`config.mk`:
```
export PLATFORM = sky130hd
export DESIGN_NAME = telemetry_packet_deframer_core
export DESIGN_NICKNAME = d
export VERILOG_FILES = /design/src/rtl/core/tpd_pkg.sv /design/src/rtl/core/tpd_ram.sv /design/src/rtl/core/tpd_datapath.sv /design/src/rtl/core/tpd_ctrl.sv /design/src/rtl/core/telemetry_packet_deframer_core.sv
export VERILOG_INCLUDE_DIRS = /design/src /design/src/rtl/core
export SDC_FILE = /design/constraint.sdc
export NUM_CORES = 1
export LEC_CHECK = 0
export ABC_AREA = 0
export BUFFER_PORTS_ARGS = -buffer_cell sky130_fd_sc_hd__buf_2
export CAP_MARGIN = 10
export CELL_PAD_IN_SITES_DETAIL_PLACEMENT = 0
export CELL_PAD_IN_SITES_GLOBAL_PLACEMENT = 1
export CORE_MARGIN = 1.5
export CORE_UTILIZATION = 54
export DETAILED_ROUTE_END_ITERATION = 8
export GPL_TIMING_DRIVEN = 1
export PLACE_DENSITY = 0.79
export SLEW_MARGIN = 0
export SYNTH_ARGS = -nofsm -noshare
export SYNTH_HDL_FRONTEND = slang
export SYNTH_SLANG_ARGS = --single-unit
```
`constraint.sdc`:
```
create_clock -name i_clk -period 5.5 [get_ports i_clk]
set_input_delay 0.275 -clock i_clk [delete_from_list [all_inputs] [get_ports i_clk]]
set_output_delay 0.275 -clock i_clk [all_outputs]
set_load 0.005 [all_outputs]
```
`src/rtl/core/assert_macros.svh`:
```
// ----------------------------------------------------------------------------
// Assertion macros
// Shared concurrent assertion helpers for the deframer RTL.
// ----------------------------------------------------------------------------
`ifndef ASSERT_MACROS_SVH
`define ASSERT_MACROS_SVH

// Property must hold at every clock edge outside reset.
`define ASSERT_CLK(label, clk, rst_n, prop) \
    label: assert property (@(posedge clk) disable iff (!rst_n) prop) \
        else $error("assertion failed");

// Expression must never be true outside reset.
`define ASSERT_NEVER(label, clk, rst_n, expr) \
    label: assert property (@(posedge clk) disable iff (!rst_n) !(expr)) \
        else $error("forbidden condition seen");

`endif

```
`src/rtl/core/tpd_pkg.sv`:
```
// ----------------------------------------------------------------------------
// tpd_pkg
// Constants, types and update tables for the telemetry packet deframer.
// ----------------------------------------------------------------------------
package tpd_pkg;

    localparam int PAYLOAD_KEEP = 68;
    localparam int ADDR_W       = $clog2(PAYLOAD_KEEP);

    localparam logic [7:0] HDR_BYTE  = 8'hEE;
    localparam logic [7:0] TAIL_BYTE = 8'hFF;
    localparam logic [7:0] ZERO_BYTE = 8'h00;

    localparam logic [7:0] KIND_ANGLE = 8'h00;
    localparam logic [7:0] KIND_GPS   = 8'h01;
    localparam logic [7:0] KIND_BATT  = 8'h02;
    localparam logic [7:0] KIND_ID    = 8'h03;
    localparam logic [7:0] KIND_PID0  = 8'h04;
    localparam logic [7:0] KIND_PID3  = 8'h07;
    localparam logic [7:0] KIND_ALL   = 8'hFF;

    localparam logic [7:0] MIN_ANGLE = 8'd6;
    localparam logic [7:0] MIN_WORDS = 8'd12;
    localparam logic [7:0] MIN_BYTE  = 8'd1;
    localparam logic [7:0] MIN_ALL   = 8'd68;

    localparam logic [4:0] WORDS_ALL = 5'd20;

    // One update word: where it sits in the payload and how it goes out.
    typedef struct packed {
        logic [4:0] slot;
        logic [6:0] offs;
        logic [1:0] nbytes_m1;
        logic       is_float;
        logic       last;
    } t_word;

    typedef struct packed {
        logic ld_kind;
        logic ld_len;
        logic take_payload;
        logic word_start;
        logic rd_issue;
        logic shift;
        logic word_next;
    } t_dp_cmd;

    typedef struct packed {
        logic is_hdr;
        logic is_tail;
        logic is_zero;
        logic pay_done;
        logic sum_match;
        logic emit_ok;
        logic byte_last;
        logic word_last;
    } t_dp_stat;

    function automatic t_word word_desc(input logic [7:0] kind, input logic [4:0] idx);
        int    k;
        t_word w;
        k = int'(idx);
        w = '0;
        case (kind) inside
            KIND_ANGLE: begin
                w.slot      = 5'(1 + k);
                w.offs      = 7'(2 * k);
                w.nbytes_m1 = 2'd1;
                w.last      = (k == 2);
            end
            KIND_GPS: begin
                w.slot      = 5'(4 + k);
                w.offs      = 7'(4 * k);
                w.nbytes_m1 = 2'd3;
                w.last      = (k == 2);
            end
            KIND_BATT: begin
                w.slot = 5'd7;
                w.last = 1'b1;
            end
            KIND_ID: begin
                w.slot = 5'd0;
                w.last = 1'b1;
            end
            [KIND_PID0:KIND_PID3]: begin
                w.slot      = 5'(8 + 3 * (int'(kind) - 4) + k);
                w.offs      = 7'(4 * k);
                w.nbytes_m1 = 2'd3;
                w.is_float  = 1'b1;
                w.last      = (k == 2);
            end
            KIND_ALL: begin
                w.slot = 5'(k);
                w.last = (k == int'(WORDS_ALL) - 1);
                if (k == 0) begin
                    w.offs = 7'd0;
                end else if (k <= 3) begin
                    w.offs      = 7'(2 * k - 1);
                    w.nbytes_m1 = 2'd1;
                end else if (k <= 6) begin
                    w.offs      = 7'(4 * k - 9);
                    w.nbytes_m1 = 2'd3;
                    w.is_float  = 1'b1;
                end else if (k == 7) begin
                    w.offs = 7'd19;
                end else begin
                    w.offs      = 7'(4 * k - 12);
                    w.nbytes_m1 = 2'd3;
                    w.is_float  = 1'b1;
                end
            end
            default: w = '0;
        endcase
        return w;
    endfunction

    // Known status with enough payload for its updates.
    function automatic logic emit_allowed(input logic [7:0] kind, input logic [7:0] len);
        logic ok;
        case (kind) inside
            KIND_ANGLE:            ok = (len >= MIN_ANGLE);
            KIND_GPS:              ok = (len >= MIN_WORDS);
            KIND_BATT, KIND_ID:    ok = (len >= MIN_BYTE);
            [KIND_PID0:KIND_PID3]: ok = (len >= MIN_WORDS);
            KIND_ALL:              ok = (len >= MIN_ALL);
            default:               ok = 1'b0;
        endcase
        return ok;
    endfunction

endpackage

```
`src/rtl/core/tpd_ram.sv`:
```
// ----------------------------------------------------------------------------
// tpd_ram
// Generic single-write, single-read RAM with registered read data.
// ----------------------------------------------------------------------------
module tpd_ram #(
    parameter int WIDTH = 8,
    parameter int DEPTH = 68
) (
    input  logic                     i_clk,
    input  logic                     i_we,
    input  logic [$clog2(DEPTH)-1:0] i_waddr,
    input  logic [WIDTH-1:0]         i_wdata,
    input  logic                     i_re,
    input  logic [$clog2(DEPTH)-1:0] i_raddr,
    output logic [WIDTH-1:0]         o_rdata
);

    logic [WIDTH-1:0] r_mem [DEPTH];
    logic [WIDTH-1:0] r_rdata;

    always_ff @(posedge i_clk) begin
        if (i_we) begin
            r_mem[i_waddr] <= i_wdata;
        end
        if (i_re) begin
            r_rdata <= r_mem[i_raddr];
        end
    end

    assign o_rdata = r_rdata;

endmodule

```
`src/rtl/core/tpd_datapath.sv`:
```
// ----------------------------------------------------------------------------
// tpd_datapath
// Packet fields, running sum, payload store and update word assembly.
// ----------------------------------------------------------------------------
`include "assert_macros.svh"

module tpd_datapath
    import tpd_pkg::*;
(
    input  logic        i_clk,
    input  logic        i_rst_n,
    input  logic [7:0]  i_byte,
    input  t_dp_cmd     i_cmd,
    output t_dp_stat    o_stat,
    output logic [4:0]  o_slot,
    output logic [31:0] o_value,
    output logic        o_is_float,
    output logic        o_last
);

    logic [7:0]  r_kind, n_kind;
    logic [7:0]  r_len, n_len;
    logic [7:0]  r_cnt, n_cnt;
    logic [7:0]  r_sum, n_sum;
    logic [4:0]  r_word, n_word;
    logic [1:0]  r_bidx, n_bidx;
    logic [31:0] r_acc, n_acc;

    t_word       w_cur;
    logic [7:0]  cnt_inc;
    logic [7:0]  addr_sum;
    logic [7:0]  rdata;
    logic        store_we;

    assign w_cur    = word_desc(r_kind, r_word);
    assign cnt_inc  = r_cnt + 8'd1;
    assign addr_sum = 8'(w_cur.offs) + 8'(r_bidx);
    assign store_we = i_cmd.take_payload && (r_cnt < 8'(PAYLOAD_KEEP));

    tpd_ram #(
        .WIDTH (8),
        .DEPTH (PAYLOAD_KEEP)
    ) u_store (
        .i_clk   (i_clk),
        .i_we    (store_we),
        .i_waddr (ADDR_W'(r_cnt)),
        .i_wdata (i_byte),
        .i_re    (i_cmd.rd_issue),
        .i_raddr (ADDR_W'(addr_sum)),
        .o_rdata (rdata)
    );

    always_comb begin
        n_kind = r_kind;
        n_len  = r_len;
        n_cnt  = r_cnt;
        n_sum  = r_sum;
        n_word = r_word;
        n_bidx = r_bidx;
        n_acc  = r_acc;
        if (i_cmd.ld_kind) begin
            n_kind = i_byte;
            n_sum  = i_byte;
        end
        if (i_cmd.ld_len) begin
            n_len = i_byte;
            n_sum = r_sum + i_byte;
            n_cnt = 8'd0;
        end
        if (i_cmd.take_payload) begin
            n_sum = r_sum + i_byte;
            n_cnt = cnt_inc;
        end
        if (i_cmd.word_start) begin
            n_word = 5'd0;
            n_bidx = 2'd0;
            n_acc  = '0;
        end
        if (i_cmd.shift) begin
            // big-endian: earlier bytes move up
            n_acc  = {r_acc[23:0], rdata};
            n_bidx = r_bidx + 2'd1;
        end
        if (i_cmd.word_next) begin
            n_word = r_word + 5'd1;
            n_bidx = 2'd0;
            n_acc  = '0;
        end
    end

    always_ff @(posedge i_clk) begin
        if (!i_rst_n) begin
            r_kind <= '0;
            r_len  <= '0;
            r_cnt  <= '0;
            r_sum  <= '0;
            r_word <= '0;
            r_bidx <= '0;
        end else begin
            r_kind <= n_kind;
            r_len  <= n_len;
            r_cnt  <= n_cnt;
            r_sum  <= n_sum;
            r_word <= n_word;
            r_bidx <= n_bidx;
        end
        r_acc <= n_acc;
    end

    always_comb begin
        o_stat.is_hdr    = (i_byte == HDR_BYTE);
        o_stat.is_tail   = (i_byte == TAIL_BYTE);
        o_stat.is_zero   = (i_byte == ZERO_BYTE);
        o_stat.pay_done  = (cnt_inc == r_len);
        o_stat.sum_match = (i_byte == r_sum);
        o_stat.emit_ok   = emit_allowed(r_kind, r_len);
        o_stat.byte_last = (r_bidx == w_cur.nbytes_m1);
        o_stat.word_last = w_cur.last;
    end

    assign o_slot     = w_cur.slot;
    assign o_value    = r_acc;
    assign o_is_float = w_cur.is_float;
    assign o_last     = w_cur.last;

    `ASSERT_CLK(a_word_in_range, i_clk, i_rst_n, (r_word < WORDS_ALL))

endmodule

```
`src/rtl/core/tpd_ctrl.sv`:
```
// ----------------------------------------------------------------------------
// tpd_ctrl
// Packet framing state machine and update run sequencer.
// ----------------------------------------------------------------------------
`include "assert_macros.svh"

module tpd_ctrl
    import tpd_pkg::*;
(
    input  logic     i_clk,
    input  logic     i_rst_n,
    input  logic     i_s_valid,
    output logic     o_s_ready,
    output logic     o_m_valid,
    input  logic     i_m_ready,
    input  t_dp_stat i_stat,
    output t_dp_cmd  o_cmd
);

    localparam logic [3:0] S_HUNT0   = 4'd0;
    localparam logic [3:0] S_HUNT1   = 4'd1;
    localparam logic [3:0] S_ID      = 4'd2;
    localparam logic [3:0] S_STATUS  = 4'd3;
    localparam logic [3:0] S_LENGTH  = 4'd4;
    localparam logic [3:0] S_PAYLOAD = 4'd5;
    localparam logic [3:0] S_CHECK   = 4'd6;
    localparam logic [3:0] S_TAIL    = 4'd7;
    localparam logic [3:0] S_READ    = 4'd8;
    localparam logic [3:0] S_SHIFT   = 4'd9;
    localparam logic [3:0] S_SHOW    = 4'd10;

    logic [3:0] r_state, n_state;
    logic       s_xfer;
    logic       m_xfer;

    assign o_s_ready = (r_state <= S_TAIL);
    assign o_m_valid = (r_state == S_SHOW);
    assign s_xfer    = i_s_valid && o_s_ready;
    assign m_xfer    = o_m_valid && i_m_ready;

    always_comb begin
        n_state = r_state;
        o_cmd   = '0;
        unique case (r_state)
            S_HUNT0: begin
                if (s_xfer && i_stat.is_hdr) n_state = S_HUNT1;
            end
            S_HUNT1: begin
                if (s_xfer) n_state = i_stat.is_hdr ? S_ID : S_HUNT0;
            end
            S_ID: begin
                if (s_xfer) n_state = S_STATUS;
            end
            S_STATUS: begin
                if (s_xfer) begin
                    o_cmd.ld_kind = 1'b1;
                    n_state       = S_LENGTH;
                end
            end
            S_LENGTH: begin
                if (s_xfer) begin
                    o_cmd.ld_len = 1'b1;
                    n_state      = i_stat.is_zero ? S_CHECK : S_PAYLOAD;
                end
            end
            S_PAYLOAD: begin
                if (s_xfer) begin
                    o_cmd.take_payload = 1'b1;
                    if (i_stat.pay_done) n_state = S_CHECK;
                end
            end
            S_CHECK: begin
                if (s_xfer) n_state = i_stat.sum_match ? S_TAIL : S_HUNT0;
            end
            S_TAIL: begin
                if (s_xfer) begin
                    if (i_stat.is_tail && i_stat.emit_ok) begin
                        o_cmd.word_start = 1'b1;
                        n_state          = S_READ;
                    end else begin
                        n_state = S_HUNT0;
                    end
                end
            end
            S_READ: begin
                o_cmd.rd_issue = 1'b1;
                n_state        = S_SHIFT;
            end
            S_SHIFT: begin
                o_cmd.shift = 1'b1;
                n_state     = i_stat.byte_last ? S_SHOW : S_READ;
            end
            S_SHOW: begin
                // hold the word until the transfer completes
                if (m_xfer) begin
                    if (i_stat.word_last) begin
                        n_state = S_HUNT0;
                    end else begin
                        o_cmd.word_next = 1'b1;
                        n_state         = S_READ;
                    end
                end
            end
            default: n_state = S_HUNT0;
        endcase
    end

    always_ff @(posedge i_clk) begin
        if (!i_rst_n) begin
            r_state <= S_HUNT0;
        end else begin
            r_state <= n_state;
        end
    end

    `ASSERT_NEVER(a_in_out_exclusive, i_clk, i_rst_n, o_s_ready && o_m_valid)
    `ASSERT_CLK(a_read_then_shift, i_clk, i_rst_n, (r_state == S_READ) |=> (r_state == S_SHIFT))
    `ASSERT_CLK(a_next_word_reads, i_clk, i_rst_n,
        (m_xfer && !i_stat.word_last) |=> (r_state == S_READ))

endmodule

```
`src/rtl/core/telemetry_packet_deframer_core.sv`:
```
// ----------------------------------------------------------------------------
// telemetry_packet_deframer_core
// Takes one byte per cycle while framing a packet.
// A valid tail starts an update run: each word reads its payload bytes one
// at a time through the single read port of the payload store, shifting each
// in, then shows the word until it is taken; input is held off for the run.
// Synchronous active-low reset returns to the header hunt; no clearing pass.
// ----------------------------------------------------------------------------
module telemetry_packet_deframer_core
    import tpd_pkg::*;
(
    input  logic        i_clk,
    input  logic        i_rst_n,
    input  logic        s_axis_tvalid,
    output logic        s_axis_tready,
    input  logic [7:0]  s_axis_tdata,   // [7:0] rx_byte
    output logic        m_axis_tvalid,
    input  logic        m_axis_tready,
    output logic [39:0] m_axis_tdata,   // [4:0] slot, [36:5] value, [39:37] zero
    output logic [0:0]  m_axis_tuser,   // [0] value_is_float
    output logic        m_axis_tlast
);

    t_dp_cmd     cmd;
    t_dp_stat    stat;
    logic [4:0]  slot;
    logic [31:0] value;
    logic        is_float;
    logic        last;

    tpd_ctrl u_ctrl (
        .i_clk     (i_clk),
        .i_rst_n   (i_rst_n),
        .i_s_valid (s_axis_tvalid),
        .o_s_ready (s_axis_tready),
        .o_m_valid (m_axis_tvalid),
        .i_m_ready (m_axis_tready),
        .i_stat    (stat),
        .o_cmd     (cmd)
    );

    tpd_datapath u_datapath (
        .i_clk      (i_clk),
        .i_rst_n    (i_rst_n),
        .i_byte     (s_axis_tdata),
        .i_cmd      (cmd),
        .o_stat     (stat),
        .o_slot     (slot),
        .o_value    (value),
        .o_is_float (is_float),
        .o_last     (last)
    );

    assign m_axis_tdata = {3'b000, value, slot};
    assign m_axis_tuser = is_float;
    assign m_axis_tlast = last;

endmodule

```
==> impl_metrics.toml, run 1 <==
[finish]
num-fill-cells = 3540
final_layout_size_suffix_gt1_share_pct = 22.2
number_of_nets_in_the_final_layout = 1815
post_route_design_area_mm2 = 0.0302
area.growth.synth_to_final_pct = 12.8
final_cell_count_no_fill = 2480
multi_input_comb_area_mm2 = 0.00814
antenna_cells_inserted = 0
seq_area_mm2 = 0.0181

[setup_path]
worst-path-max-fanout = 37
worst_setup_path_end_kind = "flip-flop"
nature_of_the_critical_path_startpoint = "flip-flop"
worst-endpoint-arrival_ps = 5390
setup.worst_path.class = "flip-flop to flip-flop"
critPathRequiredTime_ps = 5830

[synth]
syn_avg_cell_area_um2 = 16.0
synthesis.instances = 1677
synth_enable_flop_cells = 552
synth_most_common_cell = "sky130_fd_sc_hd__edfxtp_1"
yosysSeqAreaShare_pct = 67.5
yosys_warnings = 0
netlist.area_leader.share_pct = 61.9
async_flop_share_pct = 0
post_synth_and_or_nand_nor_area_fraction_pct = 7.42
yosys.cell_types.count = 78
synth_area_mm2 = 0.0268
yosys_register_bits = 627
synth_compound_area_share_pct = 6.48
leading_cell_types_by_count_after_synthesis = "552 x sky130_fd_sc_hd__edfxtp_1, 136 x sky130_fd_sc_hd__mux4_2, 127 x sky130_fd_sc_hd__nand2_1"
post-synth-top-area-cell = "sky130_fd_sc_hd__edfxtp_1"
synthFlopType = "sky130_fd_sc_hd__edfxtp_1"
yosys-top-cells-area = "sky130_fd_sc_hd__edfxtp_1 62%, sky130_fd_sc_hd__mux4_2 11%, sky130_fd_sc_hd__dfxtp_1 5.6%"
synth_xor_xnor_area_share_pct = 1.22
synth_top_family_by_area = "multiplexers"
synth_mux_area_share_pct = 13.2
synth_adder_area_share_pct = 1.92

[clock_network]
cts_tree = "yes"
clkLatencyLatePin_ps = 590
cts_resized = 0
cts_made_buffers = 66
cts_hold_buf = 0
htree_levels = 3
cts.clk_slew.worst_paths_ps = 60
cts.path.max_buffers = 3
clk_tree_root_cell = "sky130_fd_sc_hd__clkbuf_16"
cts_post_setup_buffers_inserted = 0
cts.sinks = 627

[hold_path]
hp-class = "primary input to flip-flop"

[timing]
relSlewSlack_pct = 27.1
worst_clock_skew_ps = 19.4
rsz_0062_raised_after_global_routing = "false"
timing.final.crit_period_ps = 5050
worstMarginPinSlew_ps = 1090
fmax_ghz = 0.198
finalSetupViolations = 0
final_setup_slack_of_the_worst_path_ps = 449
final_tns_setup_ps = 0
final.hold.worst_slack_ps = 67.8
layout_worst_path_cycle_share_pct = 91.8
finalHoldViolCount = 0
maxSlewViolCount = 0

[global_route]
grt_overflow_total = 0
antenna_violations_before_repair = 2
wire_length_of_the_first_global_routing_pass_um = 95700
first_global_vias = 15000
globalRouteTotalUtil_pct = 25.8
grt_start_max_net_pins = 97

[detailed_routing]
drt_first_pass_iters = 6
total_detailed_routing_wirelength_um = 63600
remaining_drc_errors = 0
per_cell_via_count_in_the_routed_design = 6.22
drt-wirelength-per-cell_um = 25.7
routed-via-count = 15400
detail_route.iter0.violations = 1951
post_route_ant_nets = 0

[power]
irDropWorstVdd_v = 0.000262
cellLeakagePower_nw = 9.75
power-per-cell-area_mw_per_mm2 = 318

[floorplan]
fp-row-count = 81
fp.dieW_um = 226
die-area_mm2 = 0.0509
die-height_um = 226
boundaryPins = 56
core_area_mm2 = 0.0490
floorplan.initialDensity_pct = 54.7

[outcome]
result_of_the_run = "finished, final reports clean"

[placed_design]
finalWeightedCongestion = 0.900
placed_area_mm2 = 0.0281
port_buffers = 52
hpwlAfterDp_um = 39600
place_inst = 2361
dp_worst_setup_slack_ps = 529

[flow_run]
timing.max_cap.violations = 0
## cell type report
type / instances / share of cell area [%]
tap: 664 / 2.75
sequential: 627 / 59.9
inverter: 28 / 0.348
clock inverter: 37 / 1.06
multi-input combinational: 916 / 27.0
timing repair buffer: 126 / 3.16
clock buffer: 82 / 5.88
## registers in the layout, indices dropped and copies added, names as in the netlist
| register | count |
|---|---|
| u_datapath.u_store.r_mem | 544 |
| u_datapath.o_value | 32 |
| u_datapath.r_cnt | 8 |
| u_datapath.r_kind | 8 |
| u_datapath.r_len | 8 |
| u_datapath.r_sum | 8 |
| u_datapath.u_store.o_rdata | 8 |
| u_datapath.r_word | 5 |
| u_ctrl.r_state | 4 |
| u_datapath.r_bidx | 2 |
## stage by stage
step / util, % / power, mW
after floorplan: - / 5.29
after global placement: 57.4 / 5.37
after detailed placement: 57.4 / 5.38
after CTS: 61.7 / 9.67
after global routing: 61.7 / 9.86
final: 61.7 / 9.61
## critical path, cell delays in order, from the launching register on
cell and delay (ps):
sky130_fd_sc_hd__dfxtp_1 390, sky130_fd_sc_hd__ha_1 370, sky130_fd_sc_hd__and3b_1 280, sky130_fd_sc_hd__or2_2 320, sky130_fd_sc_hd__nor2_1 120, sky130_fd_sc_hd__nor2_1 80
sky130_fd_sc_hd__o21ai_0 80, sky130_fd_sc_hd__o21ai_0 190, sky130_fd_sc_hd__fa_4 1050, sky130_fd_sc_hd__buf_12 290, sky130_fd_sc_hd__buf_12 180, sky130_fd_sc_hd__mux4_2 290
sky130_fd_sc_hd__mux2i_1 140, sky130_fd_sc_hd__o221ai_1 260, sky130_fd_sc_hd__a221o_1 430, sky130_fd_sc_hd__mux2_2 260
## path summary, 6_finish.rpt
kind              cells past startpoint  slack [ps]                    from                               to
setup / recovery                     15         450    u_datapath.r_word[0]    u_datapath.u_store.o_rdata[5]
hold / removal                        1          70         s_axis_tdata[2]  u_datapath.u_store.r_mem[44][2]
setup reg to reg                     15         450    u_datapath.r_word[0]    u_datapath.u_store.o_rdata[5]
hold reg to reg                       2         460  u_datapath.o_value[11]           u_datapath.o_value[19]
## kinds of logic (layout without fill, tap and decap cells)
| family | after synthesis | after routing |
|---|---|---|
| other cells | 1 | 3 |
| flops | 627 | 627 |
| fa+ha+maj | 38 | 38 |
| buf+inv | 136 | 273 |
| compound gates | 239 | 239 |
| mux | 182 | 182 |
| xor+xnor | 35 | 35 |
| simple gates | 419 | 419 |
## where the power goes
group	total, mW	internal (mW)	switching (mW)
registers	5.17	5.17	0.000608
clock network	4.33	2.53	1.79
logic	0.106	0.0151	0.0914
## cell usage in the layout, fill, tap and decap left out, types with 10 or more instances in the layout
| cell type | Yosys | final |
|---|---|---|
| sky130_fd_sc_hd__nor4_1 | 10 | 10 |
| sky130_fd_sc_hd__mux4_2 | 136 | 136 |
| sky130_fd_sc_hd__clkinv_1 | 0 | 12 |
| sky130_fd_sc_hd__buf_4 | 5 | 63 |
| sky130_fd_sc_hd__nand2_1 | 127 | 127 |
| sky130_fd_sc_hd__nor2b_1 | 26 | 26 |
| sky130_fd_sc_hd__buf_2 | 9 | 52 |
| sky130_fd_sc_hd__xnor2_1 | 23 | 22 |
| sky130_fd_sc_hd__dfxtp_1 | 75 | 75 |
| sky130_fd_sc_hd__clkbuf_16 | 0 | 69 |
| sky130_fd_sc_hd__nor3_1 | 15 | 13 |
| sky130_fd_sc_hd__a21boi_0 | 16 | 16 |
| sky130_fd_sc_hd__o221a_2 | 10 | 10 |
| sky130_fd_sc_hd__nor2_1 | 98 | 98 |
| sky130_fd_sc_hd__a21oi_1 | 69 | 69 |
| sky130_fd_sc_hd__inv_1 | 28 | 28 |
| sky130_fd_sc_hd__o21ai_0 | 32 | 32 |
| sky130_fd_sc_hd__nand3_1 | 85 | 85 |
| sky130_fd_sc_hd__o221ai_1 | 20 | 20 |
| sky130_fd_sc_hd__mux2i_1 | 38 | 38 |
| sky130_fd_sc_hd__ha_1 | 33 | 32 |
| sky130_fd_sc_hd__edfxtp_1 | 552 | 552 |
| sky130_fd_sc_hd__xor2_1 | 11 | 11 |
| sky130_fd_sc_hd__clkinv_2 | 0 | 13 |
| sky130_fd_sc_hd__buf_12 | 0 | 11 |
| sky130_fd_sc_hd__clkbuf_1 | 81 | 13 |
## routing by layer
| metal | up-vias | track usage, % | share of wire [%] |
|---|---|---|---|
| met3 | 110 | 5.11 | 8.0 |
| met2 | 656 | 39.5 | 47 |
| met1 | 7856 | 37.9 | 43 |
| met5 | - | 0 | 0 |
| li1 | 6792 | - | - |
| met4 | 0 | 7.75 | 2.7 |
(Power assumes the default switching activity.)
==> run 2, diff against run 1 <==
Settings changed: GPL_TIMING_DRIVEN 1 to 0.
==> run 2 against run 1 <==
  * Global-route usage up 0.22 points
  * Die area is the same
  * Flip-flop and latch count is the same
  * Clock skew is 15 ps higher
  * Critical endpoint is now u_datapath.u_store.o_rdata[7]
  * Critical path depth grew 4
  * Non-clock buffer count grew 49
  * Critical path type unchanged
  * Hold slack better by 7.7 ps
  * Count of clock-buffer cells in the layout is 2 lower
  * Sequential power is essentially flat
  * Highest routed layer is now met5
  * Largest cell class unchanged
  * Total power fell by 3.7%
  * Clock power shrank 8.5%
==> impl_metrics.toml, run 2 (same netlist as run 1, synthesis figures left out) <==
[clock_network]
htree_levels = 2
clkLatencyLatePin_ps = 640
cts_made_buffers = 61
cts.sinks = 627
cts.path.max_buffers = 3
cts.clk_slew.worst_paths_ps = 60
cts_tree = "yes"
clk_tree_root_cell = "sky130_fd_sc_hd__clkbuf_16"

[finish]
commonest_cells_after_routing_fill_and_taps_aside = "552 x sky130_fd_sc_hd__edfxtp_1, 136 x sky130_fd_sc_hd__mux4_2, 127 x sky130_fd_sc_hd__nand2_1"
final_layout_size_suffix_gt1_share_pct = 21.5
final_cell_count_no_fill = 2523
largest_reg_flops = 544
num-fill-cells = 3586
number_of_nets_in_the_final_layout = 1859
layout_commonest_cell = "sky130_fd_sc_hd__edfxtp_1"
top_register_by_number_of_flip_flops = "u_datapath.u_store.r_mem"
area.growth.synth_to_final_pct = 12.7

[floorplan]
floorplan.initialDensity_pct = 54.7
boundaryPins = 56
fp.dieW_um = 226
fp-row-count = 81
die-area_mm2 = 0.0509
die-height_um = 226
core_area_mm2 = 0.0490

[timing]
worst_clock_skew_ps = 34.0
rsz_0062_raised_after_global_routing = "true"
worstMarginPinSlew_ps = 1130
layout_worst_path_cycle_share_pct = 98.0
maxSlewViolCount = 0
relSlewSlack_pct = 23.7
finalSetupViolations = 0
finalHoldViolCount = 0
final_setup_slack_of_the_worst_path_ps = 109
timing.final.crit_period_ps = 5390
fmax_ghz = 0.185

[power]
irDropWorstVdd_v = 0.000349
cellLeakagePower_nw = 9.69
power-per-cell-area_mw_per_mm2 = 307

[global_route]
first_global_vias = 15100
grt_start_max_net_pins = 53
wire_length_of_the_first_global_routing_pass_um = 96600
globalRouteTotalUtil_pct = 26.0
antenna_violations_before_repair = 2
grt_overflow_total = 0

[setup_path]
worst-path-max-fanout = 10
setup.worst_path.class = "flip-flop to flip-flop"
nature_of_the_critical_path_startpoint = "flip-flop"
worst-endpoint-arrival_ps = 5750
worst_setup_path_end_kind = "flip-flop"
critPathRequiredTime_ps = 5860

[placed_design]
port_buffers = 52
finalWeightedCongestion = 0.932
hpwlAfterDp_um = 43600
place_inst = 2405
dp_worst_setup_slack_ps = -1400

[detailed_routing]
drt_first_pass_iters = 6
remaining_drc_errors = 0
routed-via-count = 15600
drt-wirelength-per-cell_um = 25.7
total_detailed_routing_wirelength_um = 64900
detail_route.iter0.violations = 1869
per_cell_via_count_in_the_routed_design = 6.20
post_route_ant_nets = 0

[outcome]
result_of_the_run = "finished, final reports clean"

[hold_path]
hp-class = "primary input to flip-flop"

[flow_run]
timing.max_cap.violations = 0
run 2: path summary, 6_finish.rpt:
path,from,endpoint,slack [ps],cells past startpoint
worst max-delay path,u_datapath.r_word[3],u_datapath.u_store.o_rdata[7],110,19
worst min-delay path,m_axis_tready,u_ctrl.r_state[3],80,4
worst max register to register,u_datapath.r_word[3],u_datapath.u_store.o_rdata[7],110,19
worst min register to register,u_datapath.o_value[28],u_datapath.o_value[28],460,2
run 2: layout make-up:
class                      count  area [um^2]  area share, %
antenna                        1         2.50        0.00830
buffer                       106          554           1.84
clock buffer                  80         1640           5.45
clock inverter                32          249          0.826
inverter                      28          105          0.348
multi-input combinational    916         8200           27.2
sequential                   627        18100           59.9
tap                          664          831           2.75
timing repair buffer          69          495           1.64
run 2: layer usage:
metal / up-vias / GRT usage [%] / part of all wire (%)
met1: 7976 / 35.9 / 40
met5: - / 0 / 0.012
met3: 109 / 3.76 / 7.1
met2: 679 / 42.9 / 49
met4: 2 / 8.98 / 3.2
li1: 6883 / - / -
run 2: timing repair:
action,4_1_cts,5_1_grt
pin swaps,1,0
hold buffers,1,0
endpoints found under the hold margin,3,0
setup endpoints to repair,8,8
buffers inserted,3,2
resized for setup,46,33
run 2: critical path: stages, from the launching register on:
cell	delay [ps]
sky130_fd_sc_hd__dfxtp_1	420
sky130_fd_sc_hd__buf_2	240
sky130_fd_sc_hd__inv_1	190
sky130_fd_sc_hd__ha_1	320
sky130_fd_sc_hd__and3b_1	240
sky130_fd_sc_hd__or2_2	320
sky130_fd_sc_hd__nor2_1	120
sky130_fd_sc_hd__nor2_1	80
sky130_fd_sc_hd__o21ai_0	70
sky130_fd_sc_hd__o21ai_0	180
sky130_fd_sc_hd__fa_2	630
sky130_fd_sc_hd__buf_12	130
sky130_fd_sc_hd__clkbuf_4	270
sky130_fd_sc_hd__buf_4	250
sky130_fd_sc_hd__mux4_2	340
sky130_fd_sc_hd__mux2i_2	240
sky130_fd_sc_hd__o221ai_1	180
sky130_fd_sc_hd__a22oi_1	270
sky130_fd_sc_hd__o221ai_1	300
sky130_fd_sc_hd__mux2_2	330
run 2: power by group:
part	total, mW	switching (mW)	internal (mW)
registers	5.17	0.000573	5.17
clock network	3.96	1.76	2.20
logic	0.117	0.0920	0.0254
run 2: stage by stage:
stage	setup TNS, ps	hold slack, ps	util [%]	cell area [um^2]	power (mW)
after floorplan	0	374	-	26800	5.29
after global placement	-9670	449	56.9	27900	5.37
after detailed placement	-9820	458	57.3	28000	5.39
after CTS	0	39.1	61.4	30100	9.30
after global routing	-20.5	90.8	61.6	30200	9.49
final	0	75.5	61.6	30200	9.25
